File: config.mk
export PLATFORM = sky130hd
export DESIGN_NAME = packed_hsl_to_rgb
export DESIGN_NICKNAME = d
export VERILOG_FILES = /design/src/hw/rtl/phr_pkg.sv /design/src/hw/rtl/packed_hsl_to_rgb.sv
export SDC_FILE = /design/constraint.sdc
export NUM_CORES = 2
export LEC_CHECK = 0
export CORE_MARGIN = 8
export CORE_UTILIZATION = 55
export DETAILED_ROUTE_END_ITERATION = 16
export DONT_BUFFER_PORTS = 1
export GPL_ROUTABILITY_DRIVEN = 0
export PLACE_DENSITY = 0.79
export RECOVER_POWER = 50
export SLEW_MARGIN = 20
export SYNTH_ARGS = -nofsm -noshare
export SYNTH_HDL_FRONTEND = slang
export SYNTH_SLANG_ARGS = --single-unit
File: constraint.sdc
create_clock -name clock -period 11.81 [get_ports clock]
set_input_delay 1.7715 -clock clock [delete_from_list [all_inputs] [get_ports clock]]
set_output_delay 1.7715 -clock clock [all_outputs]
set_load 0.02 [all_outputs]
File: src/hw/rtl/phr_pkg.sv
`timescale 1ns / 1ps

package phr_pkg;

   // packed colour layout
   localparam int HUE_LSB   = 10;
   localparam int HUE_BITS  = 6;
   localparam int SAT_LSB   = 7;
   localparam int SAT_BITS  = 3;
   localparam int LIGHT_LSB = 0;
   localparam int LIGHT_BITS = 7;

   localparam int CHANNELS  = 3;
   localparam int BYTE_BITS = 8;

   // piece of the hue-to-channel curve that a channel falls on
   typedef enum logic [1:0] {
      RGN_RISE = 2'd0,
      RGN_HIGH = 2'd1,
      RGN_FALL = 2'd2,
      RGN_LOW  = 2'd3
   } region_type;

endpackage

File: src/hw/rtl/packed_hsl_to_rgb.sv
// packed_hsl_to_rgb: packed 16-bit hsl colour in, 8-bit red, green and blue out
// each accepted req beat moves through stages st1 to st5 and leaves as its rsp beat
// throughput: one beat per cycle while not stalled, five register stages advance together
// a stalled rsp beat freezes every stage, so req_ready is low only while an rsp beat is stalled
// reset (synchronous, active high) clears the stage valid bits only
`timescale 1ns / 1ps

module packed_hsl_to_rgb
   import phr_pkg::*;
#(
   parameter int FRAC_BITS = 16
) (
   input  logic        clock,
   input  logic        reset,
   input  logic        req_valid,
   output logic        req_ready,
   input  logic [15:0] req_packed_color,
   output logic        rsp_valid,
   input  logic        rsp_ready,
   output logic [7:0]  rsp_red,
   output logic [7:0]  rsp_green,
   output logic [7:0]  rsp_blue
);

   // unit values need one integer bit on top of the fraction
   localparam int W  = FRAC_BITS + 1;
   localparam int FW = W + 1;          // scale factor width
   localparam int SW = W + 2;          // signed working width
   localparam int XW = W + BYTE_BITS + 1;

   localparam longint ONE_L   = longint'(1) << FRAC_BITS;
   localparam longint HALF_L  = ONE_L / 2;
   localparam longint THIRD_L = (ONE_L + 1) / 3;
   localparam longint SIXTH_L = (ONE_L + 3) / 6;
   localparam longint TT_L    = (2 * ONE_L + 1) / 3;
   localparam longint MAXB_L  = 255 * ONE_L;

   localparam logic signed [SW-1:0] ONE_S   = SW'(ONE_L);
   localparam logic signed [SW-1:0] HALF_S  = SW'(HALF_L);
   localparam logic signed [SW-1:0] THIRD_S = SW'(THIRD_L);
   localparam logic signed [SW-1:0] SIXTH_S = SW'(SIXTH_L);
   localparam logic signed [SW-1:0] TT_S    = SW'(TT_L);
   localparam logic [XW-1:0]        MAXB_X  = XW'(MAXB_L);

   // ------------------------------------------------------------------
   // constant tables for s = sat/7 and l = light/127, rounded to nearest
   // ------------------------------------------------------------------
   logic [W-1:0] sat_lut   [1 << SAT_BITS];
   logic [W-1:0] light_lut [1 << LIGHT_BITS];

   for (genvar i = 0; i < (1 << SAT_BITS); i++) begin : g_sat
      localparam longint SV = ((longint'(i) << FRAC_BITS) + 3) / 7;
      assign sat_lut[i] = SV[W-1:0];
   end

   for (genvar i = 0; i < (1 << LIGHT_BITS); i++) begin : g_light
      localparam longint LV = ((longint'(i) << FRAC_BITS) + 63) / 127;
      assign light_lut[i] = LV[W-1:0];
   end

   // whole pipe moves together; a waiting rsp beat holds everything
   logic advance;
   assign advance   = !rsp_valid || rsp_ready;
   assign req_ready = advance;

   // ------------------------------------------------------------------
   // stage 1: field decode and table lookup
   // ------------------------------------------------------------------
   logic               st1_valid_ff;
   logic               st1_grey_ff,  st1_grey_in;
   logic [W-1:0]       st1_h_ff,     st1_h_in;
   logic [W-1:0]       st1_s_ff,     st1_s_in;
   logic [W-1:0]       st1_l_ff,     st1_l_in;

   logic [HUE_BITS-1:0]   hue_field;
   logic [SAT_BITS-1:0]   sat_field;
   logic [LIGHT_BITS-1:0] light_field;

   always_comb begin
      hue_field   = req_packed_color[HUE_LSB +: HUE_BITS];
      sat_field   = req_packed_color[SAT_LSB +: SAT_BITS];
      light_field = req_packed_color[LIGHT_LSB +: LIGHT_BITS];
      st1_grey_in = (sat_field == '0);
      // hue/64 is exact: just a shift into the fraction
      st1_h_in    = W'(hue_field) << (FRAC_BITS - HUE_BITS);
      st1_s_in    = sat_lut[sat_field];
      st1_l_in    = light_lut[light_field];
   end

   // ------------------------------------------------------------------
   // stage 2: l * s
   // ------------------------------------------------------------------
   logic               st2_valid_ff;
   logic               st2_grey_ff;
   logic [W-1:0]       st2_h_ff;
   logic [W-1:0]       st2_s_ff;
   logic [W-1:0]       st2_l_ff;
   logic [W-1:0]       st2_ls_ff, st2_ls_in;
   logic [2*W-1:0]     ls_full;

   always_comb begin
      ls_full   = st1_l_ff * st1_s_ff;
      st2_ls_in = ls_full[FRAC_BITS +: W];
   end

   // ------------------------------------------------------------------
   // stage 3: p, q, span and per channel curve region and slope factor
   // ------------------------------------------------------------------
   logic               st3_valid_ff;
   logic               st3_grey_ff;
   logic [W-1:0]       st3_l_ff;
   logic [W-1:0]       st3_p_ff,    st3_p_in;
   logic [W-1:0]       st3_q_ff,    st3_q_in;
   logic [W-1:0]       st3_span_ff, st3_span_in;
   region_type         st3_rgn_ff [CHANNELS];
   region_type         st3_rgn_in [CHANNELS];
   logic [FW-1:0]      st3_fac_ff [CHANNELS];
   logic [FW-1:0]      st3_fac_in [CHANNELS];

   logic signed [SW-1:0] l_x, s_x, ls_x, h_x;
   logic signed [SW-1:0] q_raw, q_cl, p_raw, p_cl, span_raw;
   logic signed [SW-1:0] t_raw [CHANNELS];

   // wrap hue offset into the unit range, pick the curve piece and
   // the factor that multiplies the span
   function automatic void curve_piece(input  logic signed [SW-1:0] t_arg,
                                       output region_type           rgn,
                                       output logic [FW-1:0]        fac);
      logic signed [SW-1:0]   t;
      logic signed [SW+2:0]   six;
      t   = t_arg;
      six = '0;
      if (t < 0) begin
         t = t + ONE_S;
      end
      if (t > ONE_S) begin
         t = t - ONE_S;
      end
      if (t < SIXTH_S) begin
         rgn = RGN_RISE;
         six = ((SW+3)'(t) <<< 2) + ((SW+3)'(t) <<< 1);
      end else if (t < HALF_S) begin
         rgn = RGN_HIGH;
      end else if (t < TT_S) begin
         rgn = RGN_FALL;
         six = ((SW+3)'(TT_S - t) <<< 2) + ((SW+3)'(TT_S - t) <<< 1);
      end else begin
         rgn = RGN_LOW;
      end
      fac = six[FW-1:0];
   endfunction

   always_comb begin
      l_x  = SW'(st2_l_ff);
      s_x  = SW'(st2_s_ff);
      ls_x = SW'(st2_ls_ff);
      h_x  = SW'(st2_h_ff);

      q_raw = (l_x < HALF_S) ? (l_x + ls_x) : (l_x + s_x - ls_x);
      q_cl  = (q_raw > ONE_S) ? ONE_S : ((q_raw < 0) ? '0 : q_raw);
      p_raw = (l_x <<< 1) - q_cl;
      p_cl  = (p_raw > ONE_S) ? ONE_S : ((p_raw < 0) ? '0 : p_raw);
      span_raw = q_cl - p_cl;

      st3_q_in    = q_cl[W-1:0];
      st3_p_in    = p_cl[W-1:0];
      st3_span_in = (span_raw < 0) ? '0 : span_raw[W-1:0];

      // red at +1/3, green at 0, blue at -1/3
      t_raw[0] = h_x + THIRD_S;
      t_raw[1] = h_x;
      t_raw[2] = h_x - THIRD_S;
      for (int c = 0; c < CHANNELS; c++) begin
         curve_piece(t_raw[c], st3_rgn_in[c], st3_fac_in[c]);
      end
   end

   // ------------------------------------------------------------------
   // stage 4: span * factor, one multiplier per channel
   // ------------------------------------------------------------------
   logic               st4_valid_ff;
   logic               st4_grey_ff;
   logic [W-1:0]       st4_l_ff;
   logic [W-1:0]       st4_p_ff;
   logic [W-1:0]       st4_q_ff;
   region_type         st4_rgn_ff  [CHANNELS];
   logic [FW-1:0]      st4_prod_ff [CHANNELS];
   logic [FW-1:0]      st4_prod_in [CHANNELS];
   logic [W+FW-1:0]    prod_full   [CHANNELS];

   always_comb begin
      for (int c = 0; c < CHANNELS; c++) begin
         prod_full[c]   = st3_span_ff * st3_fac_ff[c];
         st4_prod_in[c] = prod_full[c][FRAC_BITS +: FW];
      end
   end

   // ------------------------------------------------------------------
   // stage 5: channel value, clamp, scale to a byte
   // ------------------------------------------------------------------
   logic               st5_valid_ff;
   logic               st5_grey_ff;
   logic [BYTE_BITS-1:0] st5_byte_ff [CHANNELS];
   logic [BYTE_BITS-1:0] st5_byte_in [CHANNELS];

   function automatic logic [BYTE_BITS-1:0] to_byte(input logic [W:0] v_arg);
      logic [W:0]    v;
      logic [XW-1:0] x;
      v = (v_arg > (W+1)'(ONE_L)) ? (W+1)'(ONE_L) : v_arg;
      // v * 255 as v * 256 - v
      x = (XW'(v) << BYTE_BITS) - XW'(v);
      if (x > MAXB_X) begin
         x = MAXB_X;
      end
      return x[FRAC_BITS +: BYTE_BITS];
   endfunction

   logic [W:0] chan_v [CHANNELS];

   always_comb begin
      for (int c = 0; c < CHANNELS; c++) begin
         case (st4_rgn_ff[c]) inside
            RGN_RISE, RGN_FALL: chan_v[c] = (W+1)'(st4_p_ff) + (W+1)'(st4_prod_ff[c]);
            RGN_HIGH:           chan_v[c] = (W+1)'(st4_q_ff);
            default:            chan_v[c] = (W+1)'(st4_p_ff);
         endcase
         // zero saturation: every channel is the lightness itself
         if (st4_grey_ff) begin
            chan_v[c] = (W+1)'(st4_l_ff);
         end
         st5_byte_in[c] = to_byte(chan_v[c]);
      end
   end

   // ------------------------------------------------------------------
   // registers
   // ------------------------------------------------------------------
   always_ff @(posedge clock) begin
      if (reset) begin
         st1_valid_ff <= 1'b0;
         st2_valid_ff <= 1'b0;
         st3_valid_ff <= 1'b0;
         st4_valid_ff <= 1'b0;
         st5_valid_ff <= 1'b0;
      end else if (advance) begin
         st1_valid_ff <= req_valid;
         st2_valid_ff <= st1_valid_ff;
         st3_valid_ff <= st2_valid_ff;
         st4_valid_ff <= st3_valid_ff;
         st5_valid_ff <= st4_valid_ff;
      end
   end

   always_ff @(posedge clock) begin
      if (advance) begin
         st1_grey_ff <= st1_grey_in;
         st1_h_ff    <= st1_h_in;
         st1_s_ff    <= st1_s_in;
         st1_l_ff    <= st1_l_in;

         st2_grey_ff <= st1_grey_ff;
         st2_h_ff    <= st1_h_ff;
         st2_s_ff    <= st1_s_ff;
         st2_l_ff    <= st1_l_ff;
         st2_ls_ff   <= st2_ls_in;

         st3_grey_ff <= st2_grey_ff;
         st3_l_ff    <= st2_l_ff;
         st3_p_ff    <= st3_p_in;
         st3_q_ff    <= st3_q_in;
         st3_span_ff <= st3_span_in;

         st4_grey_ff <= st3_grey_ff;
         st4_l_ff    <= st3_l_ff;
         st4_p_ff    <= st3_p_ff;
         st4_q_ff    <= st3_q_ff;

         st5_grey_ff <= st4_grey_ff;

         for (int c = 0; c < CHANNELS; c++) begin
            st3_rgn_ff[c]  <= st3_rgn_in[c];
            st3_fac_ff[c]  <= st3_fac_in[c];
            st4_rgn_ff[c]  <= st3_rgn_ff[c];
            st4_prod_ff[c] <= st4_prod_in[c];
            st5_byte_ff[c] <= st5_byte_in[c];
         end
      end
   end

   assign rsp_valid = st5_valid_ff;
   assign rsp_red   = st5_byte_ff[0];
   assign rsp_green = st5_byte_ff[1];
   assign rsp_blue  = st5_byte_ff[2];

   // ------------------------------------------------------------------
   // assertions
   // ------------------------------------------------------------------
   a_no_overrun: assert property (@(posedge clock) disable iff (reset)
      (rsp_valid && !rsp_ready) |-> !req_ready)
      else $error("req beat taken while rsp beat stalled");

   a_p_below_q: assert property (@(posedge clock) disable iff (reset)
      st3_valid_ff |-> (st3_p_ff <= st3_q_ff))
      else $error("p above q");

   a_grey_equal: assert property (@(posedge clock) disable iff (reset)
      (rsp_valid && st5_grey_ff) |-> ((rsp_red == rsp_green) && (rsp_green == rsp_blue)))
      else $error("grey beat with unequal channels");

   a_reset_empty: assert property (@(posedge clock)
      reset |=> !rsp_valid)
      else $error("rsp valid straight after reset");

endmodule

==> flow_summary.toml <==
[global_routing]
grt_pass1_vias = 34900
grt_pass1_wl_microns = 176000
grt_start_max_net_pins = 82
grtUsageTotal_pct = 23.8
grt_overflow = 0
antenna_found_initial = 1

[cts]
cts_root_buf = "clkbuf_16"
cts_hold_buffers = 0
h-tree-depth = 2
cts_made_buffers = 40
post_cts_buffers = 0
cts_tree = "built"
clk_pin_slew_ns = 0.06
clock_latency_ns = 0.60
clock-sinks = 306
clock_path_buffers = 3
cts_resized = 0

[power_and_ir_drop]
finalPower_mw = 12.3
comb_power_share_pct = 71.8
max-vdd-ir-drop_mv = 0.177
p_leak_nw = 23.6
clkPwrFrac_pct = 10.4
power_frac_seq_pct = 17.8
powerDensity_mw_per_mm2 = 257
p_int_mw = 6.18
switching_share_pct = 49.8
p_sw_mw = 6.12

[timing]
skew_ns = 0.0435
tns_ns = 0
holdWs_ns = 0.396
tightestPinTransition_ns = 4.05
hold_viol_final = 0
report.final.slew_viol_count = 171
fmax_mhz = 92.4
slew-limit-headroom_pct = -170
setup_viol = 0
fin_crit_sh_pct = 91.6
rsz0062_at_grt = "no"
min_period_ns = 10.82

[floorplan]
die_area_sq_mm = 0.0921
ios = 46
die_h_microns = 304
fp.coreArea_sq_mm = 0.0820
chipWidth_microns = 304
start_util_pct = 55.5
placementRows = 105

[critical_path]
slowest_delay_ns = 0.50
cp.required_ns = 12.12
cpMostUsedCell = "fa_1"
path_class = "flop to flop"
reg2reg_setup_slack_ns = 0.99
start_kind = "flop"
crit_fanout = 24
crit_arrival_ns = 11.13
worstSetupEndpointType = "flop"
slowest_stage = "fa_1"

[drt]
firstDrtPassIters = 7
postRouteAntennaNets = 0
num_vias = 33600
drt-wirelength-per-cell_microns = 18.7
route.detailed.drc = 0
vias_per_cell = 5.80
drtIter0Drc = 2414
routed_wl_microns = 108000

[placement]
placed_cells = 5735
port_buffers = 0
dpl-instance-area_sq_mm = 0.0465
dp_hpwl_microns = 86800

[synthesis]
synth-seq-cells = 306
avgSynthCellArea_sq_um = 9.56
synth_cells = 4753
yosysSeqAreaShare_pct = 20.1
syn_area_sq_mm = 0.0455
ys_types = 113
synth_async_sr_flop_share_pct = 0
synth_ff_type = "edfxtp_1"
yosys_warnings = 0
synth_edf_count = 301

[layout]
antenna_cells = 0
fin_cells = 5804
area_growth_pct = 5.35
final_nets = 5872
final_area_sq_mm = 0.0479
layout_commonest_cell = "inv_1"
drive_gt1_share_pct = 3.97
layout_common_cells = "inv_1, ha_1, fa_1"

[worst_hold_path]
hold_path.class = "flop to flop"

[outcome]
outcome = "complete, but fails checks"
violations = "max-capacitance violations, max-slew violations"

[run]
max-cap-violations = 3
flip-flops by register name (all words and copies together) (netlist names), 6 cells and up:
signal	flops
st4_rgn_ff	6
st2_s_ff	6
st3_p_ff	17
st3_fac_ff	25
st1_h_ff	6
st3_rgn_ff	6
st2_l_ff	14
st2_h_ff	6
st4_prod_ff	54
st4_l_ff	14
st4_q_ff	17
st1_l_ff	14
st3_q_ff	17
st3_l_ff	14
st2_ls_ff	17
st5_byte_ff	24
st1_s_ff	6
st3_span_ff	17
st4_p_ff	17
stage by stage:
stage                     worst slack, ns  util [%]
after global routing                0.219      58.4
after global placement               1.34      56.8
after floorplan                      2.26         -
after CTS                           0.936      58.4
after detailed placement            0.986      56.8
final                               0.991      58.4
critical path, delay by kind of cell, from the launching register on:
kind / cells / cell delay, ns
buffers and inverters: 4 / 0.44
adders and majority gates: 5 / 2.05
AOI/OAI and AO/OA: 22 / 5.40
DFF: 1 / 0.49
and+or+nand+nor: 11 / 2.17
per-layer routing:
layer | wire length [microns] | global-route usage (%)
met5 | 0 | 0
met4 | 5980 | 12.0
met3 | 6630 | 3.28
met2 | 52900 | 41.4
met1 | 42900 | 28.8
kinds of logic after synthesis:
| family | count (synthesis) | synth area share (%) |
|---|---|---|
| simple gates | 1285 | 13.9 |
| flops | 306 | 20.1 |
| other cells | 2 | 0.0165 |
| mux | 80 | 1.80 |
| buf+inv | 962 | 8.06 |
| xor+xnor | 205 | 3.95 |
| compound gates | 768 | 11.6 |
| fa+ha+maj | 1145 | 40.5 |
power groups by stage:
| stage | clock (mW) | combinational (mW) | sequential [mW] |
|---|---|---|---|
| 3_3_place_gp | 0 | 8.45 | 2.19 |
| 6_report | 1.28 | 8.83 | 2.19 |
| 3_5_place_dp | 0 | 8.69 | 2.20 |
| 2_1_floorplan | 0 | 6.79 | 1.96 |
| 4_1_cts | 1.30 | 8.79 | 2.18 |
| 5_1_grt | 1.34 | 9.92 | 2.21 |
worst paths after layout:
path                    start               end  depth (start not counted)
min reg2reg  st3_rgn_ff[0][1]  st4_rgn_ff[0][1]                          0
min          st3_rgn_ff[0][1]  st4_rgn_ff[0][1]                          0
max reg2reg       st2_l_ff[1]    st3_span_ff[5]                         42
max               st2_l_ff[1]    st3_span_ff[5]                         42
layout make-up:
cell class | instances | area [sq um]
timing repair buffer | 27 | 195
clock inverter | 25 | 348
multi-input combinational | 3489 | 32700
clock buffer | 44 | 1020
fill | 6839 | 34100
tap | 1070 | 1340
inverter | 843 | 3180
sequential | 306 | 9140
Yosys cell counts, types with 52 or more instances:
library cell / n / share of area (%)
nor3_1: 79 / 0.87
xor2_1: 52 / 1.0
nor2_1: 233 / 1.9
nand2_1: 423 / 3.5
and2_1: 261 / 3.6
mux2i_1: 66 / 1.5
inv_1: 836 / 6.9
xnor2_1: 153 / 2.9
a21o_1: 69 / 1.1
o21ai_0: 131 / 1.4
ha_1: 599 / 16
edfxtp_1: 301 / 20
a21oi_1: 219 / 2.4
nand3_1: 52 / 0.57
clkbuf_1: 101 / 0.83
fa_1: 546 / 24
Power figures use the tool's default switching activity.
